[src/rtl/crm_pkg.sv]
// Shared types and constants for the cyclic rotation match block.
package crm_pkg;

    // Default capacity of each element store.
    localparam int CRM_MAX_LEN = 64;

    // Width of one array element.
    localparam int CRM_DATA_W = 32;

    // Width of the reported rotation amount.
    localparam int CRM_SHIFT_W = 6;

    // Sequencer states.
    typedef enum logic [1:0] {
        ST_LOAD,
        ST_CHECK,
        ST_EMIT
    } t_state;

    // One result as handed from the sequencer to the output register.
    typedef struct packed {
        logic                   overflow;
        logic [CRM_SHIFT_W-1:0] shift;
        logic                   match;
    } t_res;

endpackage

[src/rtl/cyclic_rotation_match.sv]
// Cyclic rotation match: element stores, sequencer and result register.
//
// Element pairs stream in at one per cycle while the block is loading; the
// pair with tlast set closes the batch. The block then tries right rotations
// of the second array in increasing order with a single 32-bit comparator fed
// by one registered read port on each store. Each rotation compares up to n
// address pairs (n = stored length, up to MAX_LEN), one per cycle, and a
// mismatch restarts the walk on the next amount in the following cycle.
// After the check the result is handed to the output register; input is not
// taken during the check or while the result waits for the output register
// to free up. Exactly one result follows each batch. Pairs beyond MAX_LEN are
// dropped and reported through the overflow bit. No clearing pass is needed
// after reset.
module cyclic_rotation_match #(
    parameter int MAX_LEN = crm_pkg::CRM_MAX_LEN
) (
    input  logic        i_clk,
    input  logic        i_rst_n,
    input  logic        i_s_tvalid,
    output logic        o_s_tready,
    input  logic [63:0] i_s_tdata,   // a_value [31:0], b_value [63:32]
    input  logic        i_s_tlast,   // last
    output logic        o_m_tvalid,
    input  logic        i_m_tready,
    output logic [7:0]  o_m_tdata    // match [0], shift [6:1], overflow [7]
);

    import crm_pkg::*;

    localparam int AW = (MAX_LEN > 1) ? $clog2(MAX_LEN) : 1;

    logic                  wr_en;
    logic [AW-1:0]         wr_addr;
    logic [AW-1:0]         rd_addr_a;
    logic [AW-1:0]         rd_addr_b;
    logic [CRM_DATA_W-1:0] rd_a;
    logic [CRM_DATA_W-1:0] rd_b;
    logic                  res_vld;
    logic                  res_rdy;
    t_res                  res;

    logic                  r_out_vld;
    t_res                  r_out;

    // Reference array store.
    crm_ram #(
        .WIDTH (CRM_DATA_W),
        .DEPTH (MAX_LEN)
    ) u_ram_a (
        .i_clk     (i_clk),
        .i_wr_en   (wr_en),
        .i_wr_addr (wr_addr),
        .i_wr_data (i_s_tdata[CRM_DATA_W-1:0]),
        .i_rd_addr (rd_addr_a),
        .o_rd_data (rd_a)
    );

    // Rotated array store.
    crm_ram #(
        .WIDTH (CRM_DATA_W),
        .DEPTH (MAX_LEN)
    ) u_ram_b (
        .i_clk     (i_clk),
        .i_wr_en   (wr_en),
        .i_wr_addr (wr_addr),
        .i_wr_data (i_s_tdata[2*CRM_DATA_W-1:CRM_DATA_W]),
        .i_rd_addr (rd_addr_b),
        .o_rd_data (rd_b)
    );

    // Sequencer with the shared comparator.
    crm_seq #(
        .MAX_LEN (MAX_LEN)
    ) u_seq (
        .i_clk       (i_clk),
        .i_rst_n     (i_rst_n),
        .i_s_tvalid  (i_s_tvalid),
        .i_s_tlast   (i_s_tlast),
        .o_s_tready  (o_s_tready),
        .o_wr_en     (wr_en),
        .o_wr_addr   (wr_addr),
        .o_rd_addr_a (rd_addr_a),
        .o_rd_addr_b (rd_addr_b),
        .i_rd_a      (rd_a),
        .i_rd_b      (rd_b),
        .o_res_vld   (res_vld),
        .i_res_rdy   (res_rdy),
        .o_res       (res)
    );

    // Output register takes a new result when empty or being drained.
    assign res_rdy = !r_out_vld || i_m_tready;

    always_ff @(posedge i_clk) begin
        if (!i_rst_n) begin
            r_out_vld <= 1'b0;
        end else if (res_vld && res_rdy) begin
            r_out_vld <= 1'b1;
        end else if (i_m_tready) begin
            r_out_vld <= 1'b0;
        end
    end

    always_ff @(posedge i_clk) begin
        if (res_vld && res_rdy) begin
            r_out <= res;
        end
    end

    assign o_m_tvalid = r_out_vld;
    assign o_m_tdata  = r_out;

    // The cycle after a closing pair is accepted, no further pair is taken.
    a_close_stalls: assert property (@(posedge i_clk) disable iff (!i_rst_n)
        i_s_tvalid && o_s_tready && i_s_tlast |=> !o_s_tready)
        else $error("input taken right after a closing pair");

    // A result with no match reports a zero amount.
    a_nomatch_zero: assert property (@(posedge i_clk) disable iff (!i_rst_n)
        o_m_tvalid && !o_m_tdata[0] |-> (o_m_tdata[6:1] == 6'd0))
        else $error("nonzero shift without a match");

    // A reported amount stays below the store depth.
    a_shift_range: assert property (@(posedge i_clk) disable iff (!i_rst_n)
        o_m_tvalid |-> ((MAX_LEN > 64) || ({26'd0, o_m_tdata[6:1]} < 32'(MAX_LEN))))
        else $error("shift beyond the stored length");

    // A result is handed over only while the input side is closed.
    a_res_closed: assert property (@(posedge i_clk) disable iff (!i_rst_n)
        res_vld |-> !o_s_tready)
        else $error("result pending while input open");

endmodule

[src/rtl/crm_ram.sv]
// Generic single-write, single-read RAM with a registered read port.
module crm_ram #(
    parameter int WIDTH = 32,
    parameter int DEPTH = 64,
    localparam int AW = (DEPTH > 1) ? $clog2(DEPTH) : 1
) (
    input  logic             i_clk,
    input  logic             i_wr_en,
    input  logic [AW-1:0]    i_wr_addr,
    input  logic [WIDTH-1:0] i_wr_data,
    input  logic [AW-1:0]    i_rd_addr,
    output logic [WIDTH-1:0] o_rd_data
);

    logic [WIDTH-1:0] r_mem [DEPTH];
    logic [WIDTH-1:0] r_rd_data;

    // Write port and registered read port.
    always_ff @(posedge i_clk) begin
        if (i_wr_en) begin
            r_mem[i_wr_addr] <= i_wr_data;
        end
        r_rd_data <= r_mem[i_rd_addr];
    end

    assign o_rd_data = r_rd_data;

endmodule

[src/rtl/crm_seq.sv]
// Load counter, rotation sequencer and shared element comparator.
module crm_seq #(
    parameter int MAX_LEN = crm_pkg::CRM_MAX_LEN,
    localparam int AW = (MAX_LEN > 1) ? $clog2(MAX_LEN) : 1
) (
    input  logic                           i_clk,
    input  logic                           i_rst_n,
    input  logic                           i_s_tvalid,
    input  logic                           i_s_tlast,
    output logic                           o_s_tready,
    output logic                           o_wr_en,
    output logic [AW-1:0]                  o_wr_addr,
    output logic [AW-1:0]                  o_rd_addr_a,
    output logic [AW-1:0]                  o_rd_addr_b,
    input  logic [crm_pkg::CRM_DATA_W-1:0] i_rd_a,
    input  logic [crm_pkg::CRM_DATA_W-1:0] i_rd_b,
    output logic                           o_res_vld,
    input  logic                           i_res_rdy,
    output crm_pkg::t_res                  o_res
);

    import crm_pkg::*;

    localparam int CW = $clog2(MAX_LEN + 1);

    t_state        r_state, n_state;
    logic [CW-1:0] r_cnt, n_cnt;
    logic          r_ovf, n_ovf;
    logic          r_issue, n_issue;
    logic          r_pend, n_pend;
    logic          r_pend_last, n_pend_last;
    logic          r_match, n_match;
    logic [AW-1:0] r_nm1, n_nm1;
    logic [AW-1:0] r_i, n_i;
    logic [AW-1:0] r_src, n_src;
    logic [AW-1:0] r_src0, n_src0;
    logic [AW-1:0] r_amt, n_amt;

    logic accept;
    logic cnt_full;
    logic eq;
    logic cmp_fail;
    logic cmp_pass;
    logic last_amt;

    assign accept   = i_s_tvalid && o_s_tready;
    assign cnt_full = (r_cnt == CW'(MAX_LEN));
    assign last_amt = (r_amt == r_nm1);

    // The one comparator, fed by both RAM read ports.
    assign eq       = (i_rd_a == i_rd_b);
    assign cmp_fail = (r_state == ST_CHECK) && r_pend && !eq;
    assign cmp_pass = (r_state == ST_CHECK) && r_pend && eq && r_pend_last;

    // Next state.
    always_comb begin
        n_state = r_state;
        unique case (r_state)
            ST_LOAD: begin
                if (accept && i_s_tlast) begin
                    n_state = ST_CHECK;
                end
            end
            ST_CHECK: begin
                if (cmp_pass || (cmp_fail && last_amt)) begin
                    n_state = ST_EMIT;
                end
            end
            ST_EMIT: begin
                if (i_res_rdy) begin
                    n_state = ST_LOAD;
                end
            end
            default: n_state = ST_LOAD;
        endcase
    end

    // State-decoded outputs.
    always_comb begin
        o_s_tready = 1'b0;
        o_res_vld  = 1'b0;
        unique case (r_state)
            ST_LOAD:  o_s_tready = 1'b1;
            ST_CHECK: o_s_tready = 1'b0;
            ST_EMIT:  o_res_vld  = 1'b1;
            default:  o_s_tready = 1'b0;
        endcase
    end

    // Store writes go to the next free entry; reads follow the walk.
    assign o_wr_en     = accept && !cnt_full;
    assign o_wr_addr   = r_cnt[AW-1:0];
    assign o_rd_addr_a = r_i;
    assign o_rd_addr_b = r_src;

    // The result word.
    assign o_res.match    = r_match;
    assign o_res.shift    = r_match ? CRM_SHIFT_W'(r_amt) : '0;
    assign o_res.overflow = r_ovf;

    // Counter and walk updates.
    always_comb begin
        n_cnt       = r_cnt;
        n_ovf       = r_ovf;
        n_issue     = r_issue;
        n_pend      = r_pend;
        n_pend_last = r_pend_last;
        n_match     = r_match;
        n_nm1       = r_nm1;
        n_i         = r_i;
        n_src       = r_src;
        n_src0      = r_src0;
        n_amt       = r_amt;
        case (r_state)
            ST_LOAD: begin
                if (accept) begin
                    // Extra pairs are dropped and only flagged.
                    if (!cnt_full) begin
                        n_cnt = r_cnt + CW'(1);
                    end else begin
                        n_ovf = 1'b1;
                    end
                    if (i_s_tlast) begin
                        n_nm1   = cnt_full ? AW'(MAX_LEN - 1) : r_cnt[AW-1:0];
                        n_i     = '0;
                        n_src   = '0;
                        n_src0  = '0;
                        n_amt   = '0;
                        n_issue = 1'b1;
                        n_pend  = 1'b0;
                        n_match = 1'b0;
                    end
                end
            end
            ST_CHECK: begin
                // Issue one address pair per cycle along the current rotation.
                if (r_issue) begin
                    n_pend      = 1'b1;
                    n_pend_last = (r_i == r_nm1);
                    if (r_i == r_nm1) begin
                        n_issue = 1'b0;
                    end else begin
                        n_i   = r_i + AW'(1);
                        n_src = (r_src == r_nm1) ? '0 : r_src + AW'(1);
                    end
                end else begin
                    n_pend = 1'b0;
                end
                // A mismatch drops the read in flight and starts the next amount.
                if (cmp_fail) begin
                    n_pend  = 1'b0;
                    n_issue = 1'b0;
                    if (!last_amt) begin
                        n_amt   = r_amt + AW'(1);
                        n_src0  = (r_src0 == '0) ? r_nm1 : r_src0 - AW'(1);
                        n_src   = (r_src0 == '0) ? r_nm1 : r_src0 - AW'(1);
                        n_i     = '0;
                        n_issue = 1'b1;
                    end
                end else if (cmp_pass) begin
                    n_match = 1'b1;
                    n_pend  = 1'b0;
                    n_issue = 1'b0;
                end
            end
            ST_EMIT: begin
                if (i_res_rdy) begin
                    n_cnt = '0;
                    n_ovf = 1'b0;
                end
            end
            default: n_cnt = r_cnt;
        endcase
    end

    // Control registers.
    always_ff @(posedge i_clk) begin
        if (!i_rst_n) begin
            r_state <= ST_LOAD;
            r_cnt   <= '0;
            r_ovf   <= 1'b0;
            r_issue <= 1'b0;
            r_pend  <= 1'b0;
        end else begin
            r_state <= n_state;
            r_cnt   <= n_cnt;
            r_ovf   <= n_ovf;
            r_issue <= n_issue;
            r_pend  <= n_pend;
        end
    end

    // Walk registers.
    always_ff @(posedge i_clk) begin
        r_pend_last <= n_pend_last;
        r_match     <= n_match;
        r_nm1       <= n_nm1;
        r_i         <= n_i;
        r_src       <= n_src;
        r_src0      <= n_src0;
        r_amt       <= n_amt;
    end

endmodule
[config.mk]
export PLATFORM = sky130hd
export DESIGN_NAME = cyclic_rotation_match
export DESIGN_NICKNAME = d
export VERILOG_FILES = /design/src/rtl/crm_pkg.sv /design/src/rtl/cyclic_rotation_match.sv /design/src/rtl/crm_ram.sv /design/src/rtl/crm_seq.sv
export SDC_FILE = /design/constraint.sdc
export NUM_CORES = 2
export LEC_CHECK = 0
export ABC_CLOCK_PERIOD_IN_PS = 4100
export BUFFER_PORTS_ARGS = -buffer_cell sky130_fd_sc_hd__buf_2
export CAP_MARGIN = 20
export CORE_UTILIZATION = 25
export CTS_CLUSTER_DIAMETER = 120
export DETAILED_ROUTE_END_ITERATION = 10
export GPL_ROUTABILITY_DRIVEN = 1
export GPL_TIMING_DRIVEN = 0
export PLACE_DENSITY_LB_ADDON = 0.08
export SLEW_MARGIN = 15
export SYNTH_ARGS = -nofsm -noshare
export SYNTH_HDL_FRONTEND = slang
export SYNTH_SLANG_ARGS = --single-unit
[constraint.sdc]
create_clock -name i_clk -period 4.1 [get_ports i_clk]
set_input_delay 0.41 -clock i_clk [delete_from_list [all_inputs] [get_ports i_clk]]
set_output_delay 0.41 -clock i_clk [all_outputs]
set_load 0.03 [all_outputs]
==> flow_summary.json <==
{
  "pin_count": 79,
  "vias": 77700,
  "synth_edf_count": 4136,
  "ys_warn_count": 0,
  "core_area_sq_um": 637000,
  "power.leakage_nw": 60.2,
  "yosys.area.top_type": "edfxtp_1",
  "postCtsSetupBuffers": 0,
  "seq_area_frac_synth": 0.787,
  "p_per_area_nw_per_um2": 490,
  "nets": 7741,
  "rows": 293,
  "cp_data_arrival_time_ps": 4950,
  "reg2reg_slack_ps": -20,
  "max_slew_margin": 0.242,
  "syn-num-nets": 6702,
  "cp-end-kind": "register",
  "finalSetupTns_ps": -23.1,
  "clk_pin_slew_ps": 60,
  "synth_top_area_frac": 0.777,
  "cts-buffers-inserted": 476,
  "wl_mm": 599,
  "synth_area_leaders": "edfxtp_1 78%, mux4_2 17%, dfxtp_1 0.96%",
  "finalHoldViolations": 0,
  "htreeDepth": 5,
  "holdPathStages": 1,
  "met3_length_mm": 22.7,
  "grt_usage": 0.182,
  "grt_max_degree": 65,
  "drv_cap": 0,
  "power_mw": 96.2,
  "initial_utilization": 0.251,
  "max-vdd-ir-drop_v": 0.000357,
  "clk_latency_ps": 1040,
  "synth_area_sq_um": 160000,
  "tritoncts": "built",
  "die_h_microns": 801,
  "critical_path_required_ps": 4920,
  "mostFrequentLayoutCell": "edfxtp_1",
  "cts_root_buf": "clkbuf_16",
  "firstDrtPassIters": 5,
  "tightestPinTransition_ps": 1140,
  "skew_ps": 70.8,
  "worstSetupPathType": "register to register",
  "reg2reg_depth": 9,
  "antenna_found_initial": 45,
  "globalplace.congestion": 0.737,
  "finalSetupViolCount": 1,
  "drv_slew": 0,
  "dp_hpwl_mm": 412,
  "fp.dieW_microns": 801,
  "drc": 0,
  "viasPerCell": 4.72,
  "dr.max_layer_used": "met4",
  "layout_common_cells": "4136 x edfxtp_1, 1188 x mux4_2, 482 x clkbuf_16, 275 x buf_12, 182 x clkbuf_1",
  "finalWorstSetupSlack_ps": -23.1,
  "min_from": "i_s_tdata[59]",
  "ys_ff_latch": 4213,
  "min_to": "u_ram_b.r_mem[15][27]",
  "dr_wl_met2_mm": 307,
  "die_area_sq_um": 642000,
  "drt-wirelength-per-cell_microns": 36.4,
  "drive_gt1_frac": 0.336,
  "syn_area_per_cell_sq_um": 24.1,
  "areaGrowthSynthToFinish_pct": 22.9,
  "critical_path.max_fanout": 11,
  "violations": "setup timing",
  "clockBufferDepth": 4,
  "drt_iter0_drc": 7316,
  "synth_cells": 6626,
  "ant_nets": 0,
  "clock_sinks": 4213,
  "ys.flop_type": "edfxtp_1",
  "fin_crit_ps": 4120,
  "wl_met1_mm": 257,
  "grt_pass1_vias": 81000,
  "timing.final.crit_share": 1.01,
  "io_buffers": 78,
  "max_clock_freq_mhz": 243,
  "ys_async_sr_fraction": 0,
  "synth.distinct_cells": 53,
  "start_kind": "register",
  "grt_pass1_wl_mm": 789,
  "reg2reg_to": "u_ram_a.o_rd_data[20]",
  "r2r-start": "u_seq.o_rd_addr_a[2]",
  "status": "finished with violations",
  "hold_path.class": "primary input to register",
  "grt.overflow.total": 0
}
[repair_timing]
action                     in CTS  in global routing
setup endpoints to repair      72                 15
resized for setup             113                 15
hold buffers                   37                 33
hold endpoints to repair     1441               1812
pin swaps                       1                  0
[area by class of cell]
type,count,area [sq um]
flip-flops and latches,4213,126000
inverters,9,33.8
multi-input cells,2050,33100
diodes,17,42.5
clock buffers,613,12700
well taps,8407,10500
plain buffers,351,1940
clock inverters,245,2050
repair buffers,564,10200
fillers,60700,440000
[worst max path at each step]
| stage | startpoint | endpoint | slack, ps | depth (start not counted) |
|---|---|---|---|---|
| 2_1_floorplan | u_seq.r_state[1] | u_ram_a.r_mem[60][0] | -490 | 4 |
| 3_3_place_gp | u_seq.r_cnt[4] | u_ram_b.r_mem[4][18] | -8220 | 7 |
| 3_5_place_dp | u_seq.o_rd_addr_a[2] | u_ram_a.o_rd_data[4] | -1260 | 9 |
| 4_1_cts | u_seq.o_rd_addr_a[2] | u_ram_a.o_rd_data[4] | -20 | 9 |
| 5_1_grt | u_seq.o_rd_addr_a[2] | u_ram_a.o_rd_data[20] | -5 | 9 |
| 6_report | u_seq.o_rd_addr_a[2] | u_ram_a.o_rd_data[20] | -20 | 9 |
[cell usage after synthesis, types with 8 or more instances]
cell type,number
or2_2,8
nor2b_1,60
buf_6,9
buf_2,125
nand2b_1,11
dfxtp_1,77
nand2_1,115
xnor2_1,19
o21ai_0,14
and2_1,22
buf_1,37
mux2_2,10
o22ai_1,19
a22oi_1,122
nand4_1,8
buf_4,24
a22o_1,23
xor2_1,49
mux4_2,1188
mux2i_1,63
edfxtp_1,4136
nor4_1,9
a211oi_1,49
nand3_1,15
a21oi_1,48
clkbuf_1,159
a221oi_1,26
nor2_1,115
[critical path: stages, from the launching register on]
cell and delay (ps):
edfxtp_1 320, buf_2 310, buf_2 440, buf_6 400, buf_6 350, buf_2 430, mux2i_1 360, a21oi_1 170
a22oi_1 730, nand2_1 330
[cells by family (layout without fill, tap and decap cells)]
family	count (synthesis)	in the layout	synth area share
adder cells (fa/ha/maj)	7	7	0.000548
AO/OA/AOI/OAI	331	331	0.0150
AND/OR/NAND/NOR	383	383	0.0113
buffers and inverters	363	1782	0.0105
flip-flops	4213	4213	0.787
XOR/XNOR	68	68	0.00373
multiplexers	1261	1261	0.172
other	0	17	0
[metal layers]
layer	vias up	global-route usage
met1	44200	0.243
met2	2086	0.324
met3	608	0.0190
met4	0	0.0364
met5	-	0
li1	30800	-
[where the power goes]
group / internal [mW] / switching, mW
registers: 47.5 / 0.190
logic: 2.60 / 4.64
clock network: 23.5 / 17.7
[flip-flops by register name (all words and copies together) (netlist names), 2 cells and up]
signal	cells
u_ram_a.o_rd_data	32
u_ram_b.o_rd_data	32
u_seq.r_nm1	6
u_ram_a.r_mem	2048
u_ram_b.r_mem	2048
u_seq.o_rd_addr_b	6
u_seq.r_cnt	7
o_m_tdata	8
u_seq.r_src0	6
u_seq.r_amt	6
u_seq.r_state	2
u_seq.o_rd_addr_a	6
[per-stage QoR]
step / cells / utilization / hold WS, ps / setup WS, ps / area (sq um)
after floorplan: 6626 / - / 409 / -495 / 160000
after global placement: 15100 / 0.268 / 445 / -8220 / 171000
after detailed placement: 15500 / 0.283 / 435 / -1260 / 180000
after CTS: 16400 / 0.307 / 35.0 / -21.0 / 196000
after global routing: 16500 / 0.308 / 149 / -5.19 / 196000
final: 16500 / 0.308 / 180 / -23.1 / 196000
No activity file was read; power rests on OpenSTA's default activity.
